`config.mk`:
```
export PLATFORM = sky130hd
export DESIGN_NAME = clock_offset_and_rtt_average_top
export DESIGN_NICKNAME = d
export VERILOG_FILES = /design/src/rtl/cora_pkg.sv /design/src/rtl/cora_serial.sv /design/src/rtl/cora_div.sv /design/src/rtl/clock_offset_and_rtt_average_top.sv
export SDC_FILE = /design/constraint.sdc
export NUM_CORES = 2
export LEC_CHECK = 0
export BUFFER_PORTS_ARGS = -buffer_cell sky130_fd_sc_hd__buf_2
export CORE_ASPECT_RATIO = 1.25
export CORE_MARGIN = 2
export CORE_UTILIZATION = 52
export DETAILED_ROUTE_END_ITERATION = 12
export PLACE_DENSITY = 0.75
export SETUP_SLACK_MARGIN = 0.3
export SYNTH_ARGS = -nofsm -noshare
export SYNTH_HDL_FRONTEND = slang
export SYNTH_SLANG_ARGS = --single-unit
export TNS_END_PERCENT = 20
```
`constraint.sdc`:
```
create_clock -name clk -period 18.75 [get_ports clk]
set_input_delay 0.9375 -clock clk [delete_from_list [all_inputs] [get_ports clk]]
set_output_delay 0.9375 -clock clk [all_outputs]
set_load 0.02 [all_outputs]
```
`src/rtl/cora_pkg.sv`:
```
// shared types and constants of the clock offset and rtt average block
`default_nettype none

package cora_pkg;

  localparam int CORA_WINDOW = 10;
  localparam int CORA_TIME_W = 63;
  localparam int CORA_OFF_W  = 64;
  localparam int CORA_SER_W  = 64;
  localparam int CORA_RTT_W  = 40;
  localparam int CORA_SUM_W  = 47;
  localparam int CORA_HELD_W = 7;

  localparam logic signed [CORA_RTT_W-1:0] CORA_RTT_MAX = {1'b0, {(CORA_RTT_W-1){1'b1}}};
  localparam logic signed [CORA_RTT_W-1:0] CORA_RTT_MIN = {1'b1, {(CORA_RTT_W-1){1'b0}}};

  typedef struct packed {
    logic [CORA_TIME_W-1:0] send_time;
    logic [CORA_TIME_W-1:0] center_time;
    logic [CORA_TIME_W-1:0] now_time;
  } cora_in_t;

  typedef struct packed {
    logic                          accepted;
    logic signed [CORA_OFF_W-1:0]  time_offset;
    logic signed [CORA_RTT_W-1:0]  average_rtt;
    logic [CORA_TIME_W-1:0]        previous_center_time;
    logic [CORA_HELD_W-1:0]        samples_held;
  } cora_out_t;

  // results of the bit-serial front end
  typedef struct packed {
    logic                   done;
    logic                   older;
    logic [CORA_SER_W-1:0]  rtt_diff;
    logic [CORA_SER_W-1:0]  offset;
  } cora_ser_res_t;

  typedef enum logic [2:0] {
    S_IDLE,
    S_SER,
    S_UPD,
    S_DIV,
    S_DONE
  } cora_state_t;

endpackage

`default_nettype wire

```
`src/rtl/cora_serial.sv`:
```
// bit-serial subtractors: age check, rtt difference and clock offset
`default_nettype none

module cora_serial (
  input  wire logic                            clk,
  input  wire logic                            rst_n,
  input  wire logic                            start,
  input  wire cora_pkg::cora_in_t              item,
  input  wire logic [cora_pkg::CORA_TIME_W-1:0] latest,
  output cora_pkg::cora_ser_res_t              res
);
  import cora_pkg::*;

  localparam int CW = $clog2(CORA_SER_W);

  logic [CORA_SER_W-1:0] cen_r, now_r, snd_r, lat_r, rtt_r, off_r;
  logic                  b_rtt_r, b_off_r, b_cmp_r;
  logic [CW-1:0]         cnt_r;
  logic                  busy_r, done_r;

  logic d_rtt, d_off, n_rtt, n_off, n_cmp;

  // one-bit subtract a - b - borrow
  always_comb begin
    d_rtt = now_r[0] ^ snd_r[0] ^ b_rtt_r;
    n_rtt = (~now_r[0] & snd_r[0]) | (~(now_r[0] ^ snd_r[0]) & b_rtt_r);
    d_off = cen_r[0] ^ now_r[0] ^ b_off_r;
    n_off = (~cen_r[0] & now_r[0]) | (~(cen_r[0] ^ now_r[0]) & b_off_r);
    n_cmp = (~cen_r[0] & lat_r[0]) | (~(cen_r[0] ^ lat_r[0]) & b_cmp_r);
  end

  always_ff @(posedge clk) begin
    if (!rst_n) begin
      busy_r <= 1'b0;
      done_r <= 1'b0;
      cnt_r  <= '0;
    end else begin
      done_r <= 1'b0;
      if (start) begin
        busy_r <= 1'b1;
        cnt_r  <= '0;
      end else if (busy_r) begin
        cnt_r <= cnt_r + 1'b1;
        if (cnt_r == CW'(CORA_SER_W - 1)) begin
          busy_r <= 1'b0;
          done_r <= 1'b1;
        end
      end
    end
  end

  always_ff @(posedge clk) begin
    if (start) begin
      cen_r   <= {1'b0, item.center_time};
      now_r   <= {1'b0, item.now_time};
      snd_r   <= {1'b0, item.send_time};
      lat_r   <= {1'b0, latest};
      b_rtt_r <= 1'b0;
      b_off_r <= 1'b0;
      b_cmp_r <= 1'b0;
    end else if (busy_r) begin
      cen_r   <= {1'b0, cen_r[CORA_SER_W-1:1]};
      now_r   <= {1'b0, now_r[CORA_SER_W-1:1]};
      snd_r   <= {1'b0, snd_r[CORA_SER_W-1:1]};
      lat_r   <= {1'b0, lat_r[CORA_SER_W-1:1]};
      rtt_r   <= {d_rtt, rtt_r[CORA_SER_W-1:1]};
      off_r   <= {d_off, off_r[CORA_SER_W-1:1]};
      b_rtt_r <= n_rtt;
      b_off_r <= n_off;
      b_cmp_r <= n_cmp;
    end
  end

  // final borrow of center - latest means the reply went backwards
  assign res.done     = done_r;
  assign res.older    = b_cmp_r;
  assign res.rtt_diff = rtt_r;
  assign res.offset   = off_r;

endmodule

`default_nettype wire

```
`src/rtl/cora_div.sv`:
```
// serial restoring divider, signed sum over the fill count, truncating
`default_nettype none

module cora_div #(
  parameter int DW = 4
) (
  input  wire logic                                  clk,
  input  wire logic                                  rst_n,
  input  wire logic                                  start,
  input  wire logic signed [cora_pkg::CORA_SUM_W-1:0] dividend,
  input  wire logic [DW-1:0]                         divisor,
  output logic                                       done,
  output logic signed [cora_pkg::CORA_RTT_W-1:0]      quotient
);
  import cora_pkg::*;

  localparam int SW = CORA_SUM_W;
  localparam int CW = $clog2(SW);

  logic [SW-1:0] quo_r;
  logic [DW-1:0] rem_r, div_r;
  logic          neg_r, busy_r, done_r;
  logic [CW-1:0] cnt_r;

  logic [DW:0]   rem_sh, rem_sub;
  logic          ge;
  logic [SW-1:0] q_signed;

  always_comb begin
    rem_sh  = {rem_r, quo_r[SW-1]};
    ge      = rem_sh >= {1'b0, div_r};
    rem_sub = rem_sh - {1'b0, div_r};
  end

  always_ff @(posedge clk) begin
    if (!rst_n) begin
      busy_r <= 1'b0;
      done_r <= 1'b0;
      cnt_r  <= '0;
    end else begin
      done_r <= 1'b0;
      if (start) begin
        busy_r <= 1'b1;
        cnt_r  <= '0;
      end else if (busy_r) begin
        cnt_r <= cnt_r + 1'b1;
        if (cnt_r == CW'(SW - 1)) begin
          busy_r <= 1'b0;
          done_r <= 1'b1;
        end
      end
    end
  end

  always_ff @(posedge clk) begin
    if (start) begin
      neg_r <= dividend[SW-1];
      quo_r <= dividend[SW-1] ? (~dividend + 1'b1) : dividend;
      rem_r <= '0;
      div_r <= divisor;
    end else if (busy_r) begin
      quo_r <= {quo_r[SW-2:0], ge};
      rem_r <= ge ? rem_sub[DW-1:0] : rem_sh[DW-1:0];
    end
  end

  // magnitude quotient, sign restored for truncation toward zero
  assign q_signed = neg_r ? (~quo_r + 1'b1) : quo_r;
  assign quotient = q_signed[CORA_RTT_W-1:0];
  assign done     = done_r;

endmodule

`default_nettype wire

```
`src/rtl/clock_offset_and_rtt_average_top.sv`:
```
// top level: time-sync reply check, clock offset and windowed rtt average
//
//   channel | direction | handshake          | payload
//   --------+-----------+--------------------+---------------------------
//   in      | input     | in_valid/in_stall  | cora_in_t  (send, center, now)
//   out     | output    | out_valid/out_stall| cora_out_t (accepted, offset,
//           |           |                    |   average, previous, held)
//
// one reply at a time; an accepted reply goes through the 64-step bit-serial
// subtractor pass and then the 47-step serial divider, a rejected one through
// the subtractor pass only.
// synchronous active-low reset clears control, counters and held times.
// the result sits in an output register, so the next input transfer is taken
// while a result is still stalled; the block only waits at the end of an item
// for that register to free up.
`default_nettype none

module clock_offset_and_rtt_average_top #(
  parameter int WINDOW = cora_pkg::CORA_WINDOW
) (
  input  wire logic                clk,
  input  wire logic                rst_n,
  input  wire logic                in_valid,
  output logic                     in_stall,
  input  wire cora_pkg::cora_in_t  in_item,
  output logic                     out_valid,
  input  wire logic                out_stall,
  output cora_pkg::cora_out_t      out_item
);
  import cora_pkg::*;

  localparam int PW = (WINDOW > 1) ? $clog2(WINDOW) : 1;
  localparam int FW = $clog2(WINDOW + 1);
  localparam int SW = CORA_SUM_W;
  localparam int RW = CORA_RTT_W;

  // fsm
  cora_state_t state_r, state_nxt;

  // held state
  logic [CORA_TIME_W-1:0]       latest_r, prior_r;
  logic signed [CORA_OFF_W-1:0] off_r;
  logic signed [SW-1:0]         sum_r;
  logic signed [RW-1:0]         avg_r;
  logic [PW-1:0]                pos_r;
  logic [FW-1:0]                fill_r;
  logic                         acc_r;

  // per-item working values
  logic signed [RW-1:0]         rtt_new_r;
  logic signed [RW-1:0]         rd_r;
  logic signed [SW-1:0]         sum_nxt;
  logic [FW-1:0]                fill_nxt;
  logic                         full;
  logic signed [RW-1:0]         rtt_sat;
  logic                         rtt_fits;

  // the center time of the item under work, held for the commit
  logic [CORA_TIME_W-1:0]       in_center_r;

  // control strobes
  logic ser_start, commit, ring_upd, div_start, out_load;

  // output register
  cora_out_t out_item_r;
  logic      out_valid_r;

  // ring memory, never cleared; entries are used only once the window is full
  logic signed [RW-1:0] ring_mem [WINDOW];

  cora_ser_res_t        ser;
  logic                 div_done;
  logic signed [RW-1:0] div_q;

  cora_serial u_serial (
    .clk    (clk),
    .rst_n  (rst_n),
    .start  (ser_start),
    .item   (in_item),
    .latest (latest_r),
    .res    (ser)
  );

  cora_div #(
    .DW (FW)
  ) u_div (
    .clk      (clk),
    .rst_n    (rst_n),
    .start    (div_start),
    .dividend (sum_nxt),
    .divisor  (fill_nxt),
    .done     (div_done),
    .quotient (div_q)
  );

  // rtt saturation: 64-bit difference fits when its upper bits match the sign
  always_comb begin
    rtt_fits = (&ser.rtt_diff[CORA_SER_W-1:RW-1]) | ~(|ser.rtt_diff[CORA_SER_W-1:RW-1]);
    if (rtt_fits) begin
      rtt_sat = ser.rtt_diff[RW-1:0];
    end else begin
      rtt_sat = ser.rtt_diff[CORA_SER_W-1] ? CORA_RTT_MIN : CORA_RTT_MAX;
    end
  end

  // running sum: add the new sample, drop the overwritten one once full
  always_comb begin
    full     = (fill_r == FW'(WINDOW));
    fill_nxt = full ? fill_r : fill_r + 1'b1;
    sum_nxt  = sum_r + {{(SW-RW){rtt_new_r[RW-1]}}, rtt_new_r}
             - (full ? {{(SW-RW){rd_r[RW-1]}}, rd_r} : SW'(0));
  end

  // next state
  always_comb begin
    state_nxt = state_r;
    unique case (state_r)
      S_IDLE: begin
        if (in_valid) state_nxt = S_SER;
      end
      S_SER: begin
        if (ser.done) state_nxt = ser.older ? S_DONE : S_UPD;
      end
      S_UPD: begin
        state_nxt = S_DIV;
      end
      S_DIV: begin
        if (div_done) state_nxt = S_DONE;
      end
      S_DONE: begin
        if (!out_valid_r || !out_stall) state_nxt = S_IDLE;
      end
      default: state_nxt = S_IDLE;
    endcase
  end

  // fsm outputs
  always_comb begin
    in_stall  = 1'b1;
    ser_start = 1'b0;
    commit    = 1'b0;
    ring_upd  = 1'b0;
    div_start = 1'b0;
    out_load  = 1'b0;
    unique case (state_r)
      S_IDLE: begin
        in_stall  = 1'b0;
        ser_start = in_valid;
      end
      S_SER: begin
        commit = ser.done & ~ser.older;
      end
      S_UPD: begin
        ring_upd  = 1'b1;
        div_start = 1'b1;
      end
      S_DIV: begin
      end
      S_DONE: begin
        out_load = !out_valid_r || !out_stall;
      end
      default: begin
      end
    endcase
  end

  always_ff @(posedge clk) begin
    if (!rst_n) begin
      state_r <= S_IDLE;
    end else begin
      state_r <= state_nxt;
    end
  end

  // held state updates
  always_ff @(posedge clk) begin
    if (!rst_n) begin
      latest_r <= '0;
      prior_r  <= '0;
      off_r    <= '0;
      sum_r    <= '0;
      avg_r    <= '0;
      pos_r    <= '0;
      fill_r   <= '0;
      acc_r    <= 1'b0;
    end else begin
      if (state_r == S_SER && ser.done) begin
        acc_r <= ~ser.older;
      end
      if (commit) begin
        prior_r  <= latest_r;
        latest_r <= in_center_r;
        off_r    <= ser.offset;
      end
      if (ring_upd) begin
        sum_r  <= sum_nxt;
        fill_r <= fill_nxt;
        pos_r  <= (pos_r == PW'(WINDOW - 1)) ? '0 : pos_r + 1'b1;
      end
      if (div_done) begin
        avg_r <= div_q;
      end
    end
  end

  always_ff @(posedge clk) begin
    if (ser_start) begin
      in_center_r <= in_item.center_time;
    end
  end

  always_ff @(posedge clk) begin
    if (commit) begin
      rtt_new_r <= rtt_sat;
    end
  end

  // ring write and registered read at the current slot
  always_ff @(posedge clk) begin
    if (ring_upd) begin
      ring_mem[pos_r] <= rtt_new_r;
    end
    rd_r <= ring_mem[pos_r];
  end

  // output register
  always_ff @(posedge clk) begin
    if (!rst_n) begin
      out_valid_r <= 1'b0;
    end else if (out_load) begin
      out_valid_r <= 1'b1;
    end else if (!out_stall) begin
      out_valid_r <= 1'b0;
    end
  end

  always_ff @(posedge clk) begin
    if (out_load) begin
      out_item_r.accepted             <= acc_r;
      out_item_r.time_offset          <= off_r;
      out_item_r.average_rtt          <= avg_r;
      out_item_r.previous_center_time <= prior_r;
      out_item_r.samples_held         <= CORA_HELD_W'(fill_r);
    end
  end

  assign out_valid = out_valid_r;
  assign out_item  = out_item_r;

  // checks
  a_fill_bound: assert property (@(posedge clk) disable iff (!rst_n)
    fill_r <= FW'(WINDOW))
    else $error("fill count above window");

  a_pos_bound: assert property (@(posedge clk) disable iff (!rst_n)
    pos_r <= PW'(WINDOW - 1))
    else $error("ring position out of range");

  a_div_owner: assert property (@(posedge clk) disable iff (!rst_n)
    div_done |-> state_r == S_DIV)
    else $error("divider finished outside the divide phase");

  a_ser_owner: assert property (@(posedge clk) disable iff (!rst_n)
    ser.done |-> state_r == S_SER)
    else $error("serial pass finished outside its phase");

  a_commit_order: assert property (@(posedge clk) disable iff (!rst_n)
    commit |=> latest_r == in_center_r)
    else $error("latest center time not taken from the accepted reply");

endmodule

`default_nettype wire
```
==> results.cfg <==
[outcome]
status = completed

[place]
gp_congestion = 0.8620
portBuffers = 366
hpwl_mm = 79.25

[timing]
period_share_pct = 37.45
finalSetupTns_ns = 0
rsz0062_at_grt = false
skew_ns = 0.03910
finalSetupViolCount = 0
timing.final.crit_period_ns = 7.021
slew_violations = 0
worst_pin_slew_ns = 1.154
relSlewSlack_pct = 22.48
final-hold-violation-count = 0
max_freq_mhz = 142.4

[logic_synthesis]
synth.most_common_cell = nand2_1
synth_warnings = 0
synth_xor_area_share_pct = 1.909
seq_area_frac_synth_pct = 68.12
synthMuxAreaShare_pct = 3.996
syn_area_per_cell_um2 = 12.19
synth_top_family_by_area = simple AND/OR/NAND/NOR gates
netlist_area_mm2 = 0.05917
ys_types = 79
synth_ff_type = edfxtp_1
synth_common_cells = 1348 x nand2_1, 1107 x edfxtp_1, 365 x a21oi_1, 353 x dfxtp_1, 249 x inv_1
syn-instance-count = 4855
synthSimpleGateAreaFrac_pct = 12.53
async_flop_share_pct = 0
synth_seq_cells = 1460
synthTopCellsByArea = edfxtp_1 56%, dfxtp_1 12%, nand2_1 8.6%
yosys.area.top_type_share_pct = 56.18
synthAdderAreaFrac_pct = 2.905
synth_compound_area_share_pct = 7.268
synth_edf_count = 1107
yosysTopAreaCell = edfxtp_1

[drt]
num_vias = 36777
routedWlPerCell_um = 18.79
antenna_left = 0
drt_iter0_drc = 2715
vias_per_cell = 5.460
detail_route.first_pass.iterations = 6
finalWirelength_mm = 126.6
drc = 0

[setup_path]
critical_path_class = register to register
worstPathRequired_ns = 19.27
r2r-start = fill_r[0]
crit_chain = inv_1 > ha_1 > and3b_1 > buf_4 > and2_1 > fa_1 > inv_1 > ha_1 > a21oi_1 > o221ai_1 > a21boi_2 > a31oi_2 > a31oi_1 > o21ai_0 > a21oi_1 > xor2_1 > inv_1 > a21oi_1 > nand2_1 > mux2_2
slowest_stage = xor2_1
start_kind = register
critPathTopFamily = compound AO/OA/AOI/OAI gates
slowest_delay_ns = 0.86
reg2reg_to = u_div.quo_r[44]
end_kind = register
reg2reg_slack_ns = 11.73
path_buf_inv = 4
crit_arrival_ns = 7.54
cp_max_fo = 44
r2r_cells = 20

[die]
std_cell_rows = 138
pin_count = 370
die_width_um = 305.7
die_area_mm2 = 0.1165
initial_core_util_pct = 52.32
core_mm2 = 0.1131
dieHeight_um = 381.1

[clock_network]
clk_pin_slew_ns = 0.06
cts.sinks = 1460
cts_tree = done
ctsResizeCount = 0
clock_path_buffers = 3
cts_root_buf = clkbuf_16
cts_hold_buf = 0
h-tree-depth = 4
cts_buffers = 138
post_cts_buffers = 0
clk_latency_ns = 0.78

[power_and_ir_drop]
peakVddDrop_uv = 112.0
p_leak_nw = 24.57
power.density_mw_per_mm2 = 129.8

[worst_hold_path]
worstHoldPathCells = 1
hold_end = in_center_r[62]
hp-class = input pin to register
min_from = in_item[125]

[layout]
fin_nets = 5450
area_growth_pct = 13.30
layout-drive-gt1-share_pct = 14.25
utilization_pct = 59.28

[grt]
grt_max_degree = 153
grt_pass1_wl_mm = 198.9
grt_overflow = 0
grt_pass1_vias = 36320
antenna_found_initial = 19
grtUsageTotal_pct = 21.60

[run]
drv_cap = 0
-- layout make-up --
class | count | area, um2
diodes | 3 | 7.507
clock buffers | 194 | 3897
clock inverters | 60 | 763.2
fillers | 8660 | 46060
inverters | 251 | 962.2
multi-input cells | 2887 | 17070
flip-flops and latches | 1460 | 40320
well taps | 1470 | 1839
repair buffers | 411 | 2182
-- flip-flops by register name, summed over array words and instances (netlist names), 63 cells and up --
name	count
ring_mem	400
out_item	172
off_r	64
u_serial.off_r	64
u_serial.rtt_r	64
in_center_r	63
latest_r	63
prior_r	63
u_serial.cen_r	63
u_serial.lat_r	63
u_serial.now_r	63
u_serial.snd_r	63
-- kinds of logic (layout without fill, tap and decap cells) --
family,count (synthesis),in the layout
muxes,136,136
DFF,1460,1460
buffers and inverters,510,916
AOI/OAI and AO/OA,736,736
and+or+nand+nor,1775,1775
other,1,6
adders and majority gates,108,108
xor gates and xnor gates,129,129
-- routing by layer --
layer / vias up / global-route usage (%) / wire length [um]
met5: - / 0 / 177
met4: 28 / 8.511 / 4183
met3: 265 / 4.495 / 7445
met2: 1056 / 36.14 / 62710
met1: 17879 / 27.62 / 52060
li1: 17549 / - / -
-- metrics by stage --
stage	std cells	setup slack [ns]	hold slack (ns)	area, um2	total power, W
final	6736	11.73	0.3388	67040	0.008705
after global placement	6479	11.86	0.4102	62370	0.005894
after global routing	6736	11.11	0.3031	67040	0.009120
after detailed placement	6479	11.72	0.4146	62370	0.005935
after CTS	6733	11.71	0.2779	67030	0.008777
after floorplan	4857	8.770	0.4019	59180	0.005515
-- power by group --
part           internal, W  leakage [nW]  switching, W
sequential         0.00409          13.2      0.000195
clock              0.00161          2.26       0.00122
combinational     0.000524          9.12       0.00106
total              0.00623          24.6       0.00248
-- cell usage in the layout (no fill, tap or decap), drive strengths merged, types with 59 or more instances in the layout --
cell,netlist,final
nand2,1348,1348
edfxtp,1107,1107
buf,29,411
a21oi,365,365
dfxtp,353,353
inv,251,260
clkbuf,230,194
o21ai,168,168
nor2,155,155
xor2,93,93
a211oi,92,92
mux4,80,80
ha,59,59
-- worst max path at each step --
stage | startpoint | end | slack, ns | depth (start not counted)
after floorplan | out_stall | out_item[0] | 8.77 | 1
after global placement | fill_r[0] | u_div.quo_r[44] | 11.86 | 20
after detailed placement | fill_r[0] | u_div.quo_r[44] | 11.72 | 20
after CTS | fill_r[0] | u_div.quo_r[44] | 11.71 | 20
after global routing | fill_r[0] | u_div.quo_r[44] | 11.11 | 20
final | fill_r[0] | u_div.quo_r[44] | 11.73 | 20
Power figures use the tool's default switching activity.
